--- config.mk ---
export PLATFORM = sky130hd
export DESIGN_NAME = stable_priority_queue
export DESIGN_NICKNAME = d
export VERILOG_FILES = /design/src/hdl/spq_pkg.sv /design/src/hdl/spq_cell.sv /design/src/hdl/stable_priority_queue.sv
export SDC_FILE = /design/constraint.sdc
export NUM_CORES = 1
export LEC_CHECK = 0
export BUFFER_PORTS_ARGS = -buffer_cell sky130_fd_sc_hd__buf_4
export CORE_ASPECT_RATIO = 0.75
export CORE_MARGIN = 2
export CORE_UTILIZATION = 25
export DETAILED_ROUTE_END_ITERATION = 6
export PLACE_DENSITY = 0.47
export SETUP_SLACK_MARGIN = 0.5
export SLEW_MARGIN = 10
export SYNTH_ARGS = -nofsm -noshare
export SYNTH_HDL_FRONTEND = slang
export SYNTH_SLANG_ARGS = --single-unit
--- constraint.sdc ---
create_clock -name clk_i -period 3.4 [get_ports clk_i]
set_input_delay 0 -clock clk_i [delete_from_list [all_inputs] [get_ports clk_i]]
set_output_delay 0 -clock clk_i [all_outputs]
set_load 0.01 [all_outputs]
--- src/hdl/spq_pkg.sv ---
// Shared types and constants for the stable priority queue.
package spq_pkg;

  localparam int unsigned PRIORITY_BITS    = 8;
  localparam int unsigned PAYLOAD_BITS     = 16;
  localparam int unsigned COUNT_FIELD_BITS = 5;

  typedef enum logic {
    CMD_INSERT = 1'b0,
    CMD_REMOVE = 1'b1
  } spq_cmd_e;

  typedef enum logic [1:0] {
    STATUS_OK    = 2'd0,
    STATUS_FULL  = 2'd1,
    STATUS_EMPTY = 2'd2
  } spq_status_e;

  typedef enum logic [1:0] {
    OP_HOLD   = 2'd0,
    OP_INSERT = 2'd1,
    OP_REMOVE = 2'd2
  } spq_op_e;

  typedef struct packed {
    logic                     command;
    logic [PRIORITY_BITS-1:0] priority_req;
    logic [PAYLOAD_BITS-1:0]  entry_payload;
  } spq_in_t;

  typedef struct packed {
    logic [1:0]                  status;
    logic [PRIORITY_BITS-1:0]    out_priority;
    logic [PAYLOAD_BITS-1:0]     out_payload;
    logic [COUNT_FIELD_BITS-1:0] held_count;
  } spq_out_t;

  typedef struct packed {
    logic [PRIORITY_BITS-1:0] prio;
    logic [PAYLOAD_BITS-1:0]  payload;
  } spq_entry_t;

  // Broadcast to every cell of the row in each cycle.
  typedef struct packed {
    spq_op_e    op;
    spq_entry_t new_entry;
  } spq_ctrl_t;

endpackage

--- src/hdl/spq_cell.sv ---
// One slot of the sorted row: holds an entry and trades it with its neighbors.
module spq_cell (
  input  logic               clk_i,
  input  spq_pkg::spq_ctrl_t ctrl_i,
  input  logic               occ_i,
  input  logic               left_keep_i,
  input  spq_pkg::spq_entry_t left_entry_i,
  input  spq_pkg::spq_entry_t right_entry_i,
  output logic               keep_o,
  output spq_pkg::spq_entry_t entry_o
);
  import spq_pkg::*;

  spq_entry_t entry_q, entry_d;

  // An occupied slot whose priority is greater or equal stays ahead of the new entry.
  assign keep_o = occ_i && (entry_q.prio >= ctrl_i.new_entry.prio);

  always_comb begin
    entry_d = entry_q;
    unique case (ctrl_i.op)
      OP_INSERT: begin
        if (!keep_o) begin
          entry_d = left_keep_i ? ctrl_i.new_entry : left_entry_i;
        end
      end
      OP_REMOVE: entry_d = right_entry_i;
      default:   entry_d = entry_q;
    endcase
  end

  always_ff @(posedge clk_i) begin
    entry_q <= entry_d;
  end

  assign entry_o = entry_q;

endmodule

--- src/hdl/stable_priority_queue.sv ---
// Stable priority queue: sorted shift row of cells with a registered result stage.
//
// Input channel (in_valid_i / in_ready_o / in_data_i) carries one command per
// transfer: insert an entry with a priority and payload, or remove the head.
// Output channel (out_valid_o / out_ready_i / out_data_o) returns exactly one
// result per command: status, removed priority and payload (zero unless a
// successful remove), and the number of entries held afterwards.
// Entries leave highest priority first; equal priorities leave in arrival order.
// The result is registered at the edge that takes the command. Every cell
// compares against the new priority in parallel and shifts at once, so a
// command can be taken every cycle while the receiver takes each result; the
// single output register sets that limit.
// While a result waits, a new command is taken only in the cycle in which the
// receiver takes the waiting one; a stalled receiver stalls the input.
// Reset empties the queue (count to zero) and drops any pending result; cell
// contents are not cleared and are never read before being written.
// An insert into a full queue and a remove from an empty one leave the queue
// unchanged and report their status.
module stable_priority_queue #(
  parameter int unsigned QUEUE_DEPTH = 16
) (
  input  logic              clk_i,
  input  logic              rst_ni,
  input  logic              in_valid_i,
  output logic              in_ready_o,
  input  spq_pkg::spq_in_t  in_data_i,
  output logic              out_valid_o,
  input  logic              out_ready_i,
  output spq_pkg::spq_out_t out_data_o
);
  import spq_pkg::*;

  localparam int unsigned CW = $clog2(QUEUE_DEPTH + 1);
  localparam int unsigned EW = CW + COUNT_FIELD_BITS;

  logic [CW-1:0] count_q, count_d;
  logic          out_valid_q;
  spq_out_t      out_q, out_d;

  logic          accept;
  logic          full, empty;
  spq_ctrl_t     ctrl;
  logic [EW-1:0] count_ext;

  logic       [QUEUE_DEPTH-1:0] occ;
  logic       [QUEUE_DEPTH:0]   keep;
  spq_entry_t                   cell_entry [QUEUE_DEPTH];

  assign in_ready_o = !out_valid_q || out_ready_i;
  assign accept     = in_valid_i && in_ready_o;
  assign full       = (count_q == CW'(QUEUE_DEPTH));
  assign empty      = (count_q == '0);

  always_comb begin
    ctrl.new_entry.prio    = in_data_i.priority_req;
    ctrl.new_entry.payload = in_data_i.entry_payload;
    ctrl.op                = OP_HOLD;
    if (accept) begin
      if (in_data_i.command == CMD_INSERT && !full) begin
        ctrl.op = OP_INSERT;
      end else if (in_data_i.command == CMD_REMOVE && !empty) begin
        ctrl.op = OP_REMOVE;
      end
    end
  end

  // Row of cells; slot 0 is the head.
  assign keep[0] = 1'b1;

  for (genvar g = 0; g < QUEUE_DEPTH; g++) begin : g_cell
    assign occ[g] = (count_q > CW'(g));

    spq_cell u_cell (
      .clk_i         (clk_i),
      .ctrl_i        (ctrl),
      .occ_i         (occ[g]),
      .left_keep_i   (keep[g]),
      .left_entry_i  ((g == 0) ? ctrl.new_entry : cell_entry[(g == 0) ? 0 : g - 1]),
      .right_entry_i ((g == QUEUE_DEPTH - 1) ? ctrl.new_entry
                                             : cell_entry[(g == QUEUE_DEPTH - 1) ? g : g + 1]),
      .keep_o        (keep[g+1]),
      .entry_o       (cell_entry[g])
    );
  end

  always_comb begin
    count_d = count_q;
    unique case (ctrl.op)
      OP_INSERT: count_d = count_q + CW'(1);
      OP_REMOVE: count_d = count_q - CW'(1);
      default:   count_d = count_q;
    endcase
  end

  assign count_ext = EW'(count_d);

  always_comb begin
    out_d.status       = STATUS_OK;
    out_d.out_priority = '0;
    out_d.out_payload  = '0;
    out_d.held_count   = count_ext[COUNT_FIELD_BITS-1:0];
    if (in_data_i.command == CMD_INSERT && full) begin
      out_d.status = STATUS_FULL;
    end else if (in_data_i.command == CMD_REMOVE && empty) begin
      out_d.status = STATUS_EMPTY;
    end
    if (ctrl.op == OP_REMOVE) begin
      out_d.out_priority = cell_entry[0].prio;
      out_d.out_payload  = cell_entry[0].payload;
    end
  end

  always_ff @(posedge clk_i or negedge rst_ni) begin
    if (!rst_ni) begin
      count_q     <= '0;
      out_valid_q <= 1'b0;
    end else begin
      count_q <= count_d;
      if (accept) begin
        out_valid_q <= 1'b1;
      end else if (out_ready_i) begin
        out_valid_q <= 1'b0;
      end
    end
  end

  // Payload register: load on transfer only.
  always_ff @(posedge clk_i) begin
    if (accept) begin
      out_q <= out_d;
    end
  end

  assign out_valid_o = out_valid_q;
  assign out_data_o  = out_q;

  a_count_bound: assert property (@(posedge clk_i) disable iff (!rst_ni)
    count_q <= CW'(QUEUE_DEPTH))
    else $error("entry count above depth");

  a_empty_remove: assert property (@(posedge clk_i) disable iff (!rst_ni)
    (accept && in_data_i.command == CMD_REMOVE && empty)
      |=> (out_valid_o && out_data_o.status == STATUS_EMPTY && $stable(count_q)))
    else $error("remove on empty queue misreported");

  a_insert_grows: assert property (@(posedge clk_i) disable iff (!rst_ni)
    (accept && in_data_i.command == CMD_INSERT && !full)
      |=> (count_q == $past(count_q) + CW'(1)))
    else $error("accepted insert did not grow the queue");

  a_full_insert: assert property (@(posedge clk_i) disable iff (!rst_ni)
    (accept && in_data_i.command == CMD_INSERT && full)
      |=> (out_data_o.status == STATUS_FULL && $stable(count_q)))
    else $error("insert on full queue misreported");

endmodule

Word-level counts from Yosys, hierarchy flattened
Index checks and enable logic that the tools add are counted.
{"block": "op_classes", "order_cmp": 32, "n_eq_ne": 19, "n_addsub": 2, "n_reduce_logical": 44, "n_mux": 54, "bitwise_logic": 1}
{"operator": "$pmux 24 s2", "n": 16}
{"operator": "$mux 24", "n": 31}
{"operator": "$ge 8x8->1", "n": 16}
{"operator": "$gt 5x4->1 const B", "n": 8}
{"operator": "$ne 2x2->1 const B", "n": 16}
{"operator": "$reduce_and 2->1", "n": 16}
{"operator": "$logic_and 1x1->1", "n": 21}
{"operator": "$gt 5x3->1 const B", "n": 4}
{"operator": "$gt 5x1->1 const B", "n": 2}
{"operator": "$gt 5x2->1 const B", "n": 2}
{"operator": "$pmux 5 s2", "n": 1}
{"operator": "$mux 2", "n": 4}
{"operator": "$add 5x1->5 const B", "n": 1}
{"operator": "$eq 5x5->1 const B", "n": 1}
{"operator": "$logic_not 5->1", "n": 1}
{"operator": "$sub 5x1->5 const B", "n": 1}
{"operator": "$reduce_bool 2->1", "n": 2}
{"operator": "$logic_not 1->1", "n": 3}
{"operator": "$eq 2x1->1 const B", "n": 1}
{"operator": "$eq 2x2->1 const B", "n": 1}
{"operator": "$mux 1", "n": 2}
{"operator": "$logic_or 1x1->1", "n": 1}
{"operator": "$not 1->1", "n": 1}
{"block": "word_totals", "input_bits": 29, "word_cells": 190, "ff_bits": 421, "output_inout_bits": 33}

Longest topological paths before layout
{"block": "depth", "ltp_word": 9, "mapped_depth": 10, "mapped_depth_nobuf": 8}

Modules after synthesis
From an unflattened synthesis, not the netlist that was laid out.
{"block": "hier_totals", "cells_unflattened": 2307, "area_unflattened_um2": 24841.3}
{"module": "spq_cell at g_cell[0].u_cell ...", "cells_per_inst": 135, "n_inst": 14, "seq_area_each_um2": 720.7, "area_each_um2": 1441.4}
{"module": "spq_cell at g_cell[8].u_cell ...", "cells_per_inst": 135, "n_inst": 2, "seq_area_each_um2": 720.7, "area_each_um2": 1443.9}
{"module": "stable_priority_queue", "cells_per_inst": 147, "n_inst": 1, "seq_area_each_um2": 1081.0, "area_each_um2": 1774.2}

Worst setup path before layout
OpenSTA, ideal clock, no wires.
{"block": "synth_timing", "path_type": "register to register", "start": "register g_cell[2].u_cell.entry_q (netlist bit g_cell[2].u_cell.entry_o[16])", "end": "register g_cell[2].u_cell.entry_q (netlist bit g_cell[2].u_cell.entry_o[0]), enable pin", "t_required_ns": 2.987, "slack_ns": -0.049, "path_stages_with_launch": 10, "period_less_slack_ns": 3.449, "t_arrival_ns": 3.036, "n_path_buf": 2, "setup_time_ns": 0.413, "cell_sequence": "edfxtp_1 inv_1 ha_1 nand2b_1 a2111oi_0 nor3_1 o21a_1 buf_2 buf_2 a21oi_1"}
{"block": "synth_via", "elab_chain_len": 4}
{"item": "start: declaration", "line_no": "spq_cell.sv:14", "source": "spq_entry_t entry_q, entry_d;"}
{"item": "start signal: assignment", "line_no": "spq_cell.sv:33", "source": "entry_q <= entry_d;"}
{"item": "$ge 8x8->1", "line_no": "spq_cell.sv:17", "source": "assign keep_o = occ_i && (entry_q.prio >= ctrl_i.new_entry.prio);"}
{"item": "$logic_and 1x1->1", "line_no": "spq_cell.sv:17"}
{"item": "$ne 2x2->1 (no line)"}
{"item": "$reduce_and 2->1 (no line)"}
No other way between the ends.
A chain may end at the register's enable or synchronous reset.

Final worst setup path
{"block": "layout_timing", "start": "register count_q[3]", "end": "register g_cell[7].u_cell.entry_q (netlist bit g_cell[7].u_cell.entry_o[7]), enable pin"}
{"block": "layout_via", "elab_chain_len": 9, "word_cells_on_any_way": 16, "cone_classes": "order compare (1); eq/ne (4); mux (3); reduce/logical (8)"}
{"item": "start: declaration", "line_no": "stable_priority_queue.sv:36", "source": "logic [CW-1:0] count_q, count_d;"}
{"item": "start signal: assignment", "line_no": "stable_priority_queue.sv:118", "source": "count_q <= count_d;"}
{"item": "$logic_not 5->1", "line_no": "stable_priority_queue.sv:52", "source": "assign empty = (count_q == '0);"}
{"item": "$logic_not 1->1", "line_no": "stable_priority_queue.sv:61", "source": "end else if (in_data_i.command == CMD_REMOVE && !empty) begin"}
{"item": "$logic_and 1x1->1", "line_no": "stable_priority_queue.sv:61"}
{"item": "$mux 2", "line_no": "stable_priority_queue.sv:61"}
{"item": "$mux 2", "line_no": "stable_priority_queue.sv:59", "source": "if (in_data_i.command == CMD_INSERT && !full) begin"}
{"item": "$mux 2", "line_no": "stable_priority_queue.sv:58", "source": "if (accept) begin"}
{"item": "$eq 2x1->1 or $eq 2x2->1 (tied branches)", "line_no": "spq_cell.sv:21", "source": "unique case (ctrl_i.op)"}
{"item": "$ne 2x2->1 (no line) or $reduce_bool 2->1 (tied branches)"}
{"item": "$reduce_and 2->1 (no line) (*)"}
{"item": "end signal: assignment", "line_no": "spq_cell.sv:33"}
{"item": "end: declaration", "line_no": "spq_cell.sv:14"}
Mark *: on every way between the ends. The rest lies on a longest branch, timed or not.

==> impl_metrics.json <==
{
  "status": "complete, no violations",
  "synthToLayoutAreaGrowth_pct": 18.1,
  "power_density_nw_per_um2": 739,
  "netlist_top_cells_area": "edfxtp_1 53%, mux2i_1 12%, ha_1 7.1%, o21ai_0 6.3%, nand2_1 6.2%",
  "hold_viol": 0,
  "synth.most_common_cell": "edfxtp_1",
  "first_global_vias": 17100,
  "path_max_fanout": 16,
  "clockBufferDepth": 3,
  "hold_path.class": "in2reg",
  "rsz0062_at_grt": "true",
  "drc": 0,
  "synthArstFlopShare_pct": 1.43,
  "synth_cell_types": 51,
  "cpMostUsedCell": "buf_4",
  "row_count": 97,
  "drt_first_pass_iters": 5,
  "core_area_um2": 93600,
  "synth_cells": 2131,
  "cpPeakStageDelay_ns": 0.69,
  "vias": 16800,
  "worstPathCellList": "buf_4 -> nor2_1 -> o21ai_0 -> o21a_1 -> a21oi_2 -> buf_4",
  "die_area_um2": 97100,
  "endpoint_kind": "register",
  "nNetsFinal": 2376,
  "antenna_found_initial": 0,
  "yosysTopAreaCell": "edfxtp_1",
  "max_freq_mhz": 351,
  "drtAntennaViolNets": 0,
  "cts_htree_levels": 2,
  "overflow": 0,
  "power.total_uw": 20600,
  "wire_per_inst_um": 17.8,
  "setup.worst_path.class": "reg2reg",
  "synth_seq_cells": 421,
  "cp_top_family": "compound AO/OA/AOI/OAI gates",
  "synth_commonest_cells": "415 x edfxtp_1, 392 x nand2_1, 300 x o21ai_0",
  "period_share_pct": 83.8,
  "grt_first_pass_wirelength_um": 97800,
  "cp_num_buf_inv": 2,
  "gp_congestion": 0.811,
  "finalMaxSlewViolations": 0,
  "cts.sinks": 421,
  "tightest_slew_ns": 0.881,
  "root_buffer": "clkbuf_16",
  "ioPinCount": 62,
  "cellLeakagePower_uw": 0.00973,
  "clock_latency_ns": 0.58,
  "syn-cell-area_um2": 23600,
  "cp-start-kind": "register",
  "drt-initial-drc-count": 1180,
  "cts_buffers": 44,
  "drive_gt1_share_pct": 12.8,
  "grt_usage_pct": 12.4,
  "ys_warn_count": 0,
  "die_h_um": 270,
  "die_w_um": 359,
  "crit_path_top_delay_cell": "nor2_1",
  "port_buffers": 61,
  "synth_area_per_cell_um2": 11.1,
  "avgViaCountPerCell": 4.82,
  "post-route-min-period_ns": 2.85,
  "drv_cap": 0,
  "cts_tree": "built",
  "grt_max_degree": 146,
  "synth_edf_count": 415,
  "wl_um": 61900,
  "setup_tns_ns": 0,
  "synth_ff_type": "edfxtp_1",
  "antenna_cells": 0,
  "cp.arrival_ns": 3.11,
  "clk_pin_slew_ns": 0.06,
  "syn-num-nets": 2294,
  "synth.top_cell.area_share_pct": 52.7,
  "setup_viol": 0,
  "finClkSkew_ns": 0.0158,
  "hpwl_um": 44700,
  "crit_required_ns": 3.66,
  "relSlewSlack_pct": 41.1,
  "max-vdd-ir-drop_mv": 0.479,
  "synth.yosys.seq_area_share_pct": 53.3,
  "initial_utilization_pct": 25.3
}
==> cells by family (layout without fill, tap and decap cells) <==
logic type                 Yosys count  in the layout  synth area share (%)
AOI/OAI and AO/OA                  492            492                  12.2
xor gates and xnor gates             3              3                 0.111
adders and majority gates          134            134                  7.09
buffers and inverters              187            300                  3.60
DFF                                421            421                  53.3
muxes                              303            303                  13.0
and+or+nand+nor                    591            591                  10.8
==> per-stage QoR <==
step / utilization, % / std cells / area (um^2) / setup slack (ns) / hold slack [ns]
after floorplan: - / 2131 / 23700 / 0.0130 / -0.296
after global placement: 27.8 / 3364 / 26000 / 0.337 / -0.188
after detailed placement: 27.8 / 3364 / 26000 / 0.351 / -0.187
after CTS: 29.7 / 3469 / 27800 / 0.510 / 0.0676
after global routing: 29.9 / 3481 / 27900 / 0.436 / 0.0843
final: 29.9 / 3481 / 27900 / 0.550 / 0.0945
==> path summary, 6_finish.rpt <==
path                                                from                            end  slack, ns  depth (start not counted)
min                                        in_data_i[21]  g_cell[15].u_cell.entry_o[21]       0.09                          3
max reg2reg                                   count_q[3]    g_cell[7].u_cell.entry_o[7]       0.55                          6
min reg2reg                g_cell[15].u_cell.entry_o[13]  g_cell[14].u_cell.entry_o[13]       0.52                          2
min in group asynchronous                         rst_ni                    out_valid_o       0.39                          3
max                                           count_q[3]    g_cell[7].u_cell.entry_o[7]       0.55                          6
max in group asynchronous                         rst_ni                     count_q[4]       2.75                          3
==> per-layer routing <==
layer / global-route usage (%) / part of all wire, % / vias to the layer above
li1: - / - / 8077
met1: 18.5 / 51 / 8412
met2: 19.1 / 44 / 238
met3: 2.01 / 3.9 / 59
met4: 1.88 / 1.2 / 0
met5: 0 / 0 / -
==> state kept, by name (all words and copies together), names as in the netlist <==
signal,flops
out_valid_o,1
out_data_o,31
count_q,5
g_cell.u_cell.entry_o,384
==> power by group <==
part / total, uW / switching, uW / internal, uW / leakage [uW]
combinational: 7190 / 4120 / 3070 / 0.00503
sequential: 8470 / 766 / 7700 / 0.00401
clock: 4990 / 2130 / 2860 / 0.000691
==> worst min-delay path, stage by stage <==
cell and delay [ns]:
buf_4 0.09, buf_4 0.26, mux2_2 0.21
==> layout by cell type, fill, tap and decap left out, types with 3 or more instances in the layout <==
| master | instances |
|---|---|
| mux2i_1 | 279 |
| ha_1 | 134 |
| mux2_2 | 24 |
| o21a_1 | 6 |
| a21oi_1 | 55 |
| a2bb2oi_4 | 4 |
| inv_1 | 29 |
| a31oi_1 | 8 |
| nand2b_1 | 17 |
| buf_6 | 4 |
| nand3b_1 | 17 |
| o221ai_1 | 26 |
| clkbuf_1 | 11 |
| edfxtp_1 | 415 |
| buf_12 | 24 |
| clkinv_1 | 8 |
| nand4_1 | 14 |
| o21ai_0 | 300 |
| nor2_2 | 3 |
| a21o_1 | 9 |
| buf_4 | 136 |
| nand3_1 | 51 |
| bufinv_16 | 6 |
| nor3_1 | 9 |
| o21ai_1 | 6 |
| dlygate4sd3_1 | 28 |
| a211o_1 | 9 |
| and2_1 | 23 |
| clkbuf_16 | 44 |
| clkinv_2 | 5 |
| nand2_1 | 392 |
| a21oi_2 | 10 |
| o211ai_1 | 33 |
| dfrtp_1 | 5 |
| a211oi_1 | 4 |
| nor4_1 | 3 |
| nor2_1 | 51 |
==> repair_timing <==
action / CTS / global route
endpoints found under the hold margin: 273 / 0
setup endpoints to repair: 24 / 294
cloned: 0 / 0
hold buffers: 28 / 0
buffers inserted: 0 / 12
resized for setup: 2 / 17
pin swaps: 0 / 2
==> area by class of cell <==
| cell class | count | area [um^2] |
|---|---|---|
| Clock inverter | 21 | 260 |
| Fill cell | 9657 | 65600 |
| Tap cell | 1237 | 1550 |
| Multi-Input combinational cell | 1523 | 10400 |
| Clock buffer | 56 | 1160 |
| Sequential cell | 421 | 12600 |
| Inverter | 31 | 120 |
| Timing Repair Buffer | 192 | 1830 |
No activity file was read; power rests on OpenSTA's default activity.
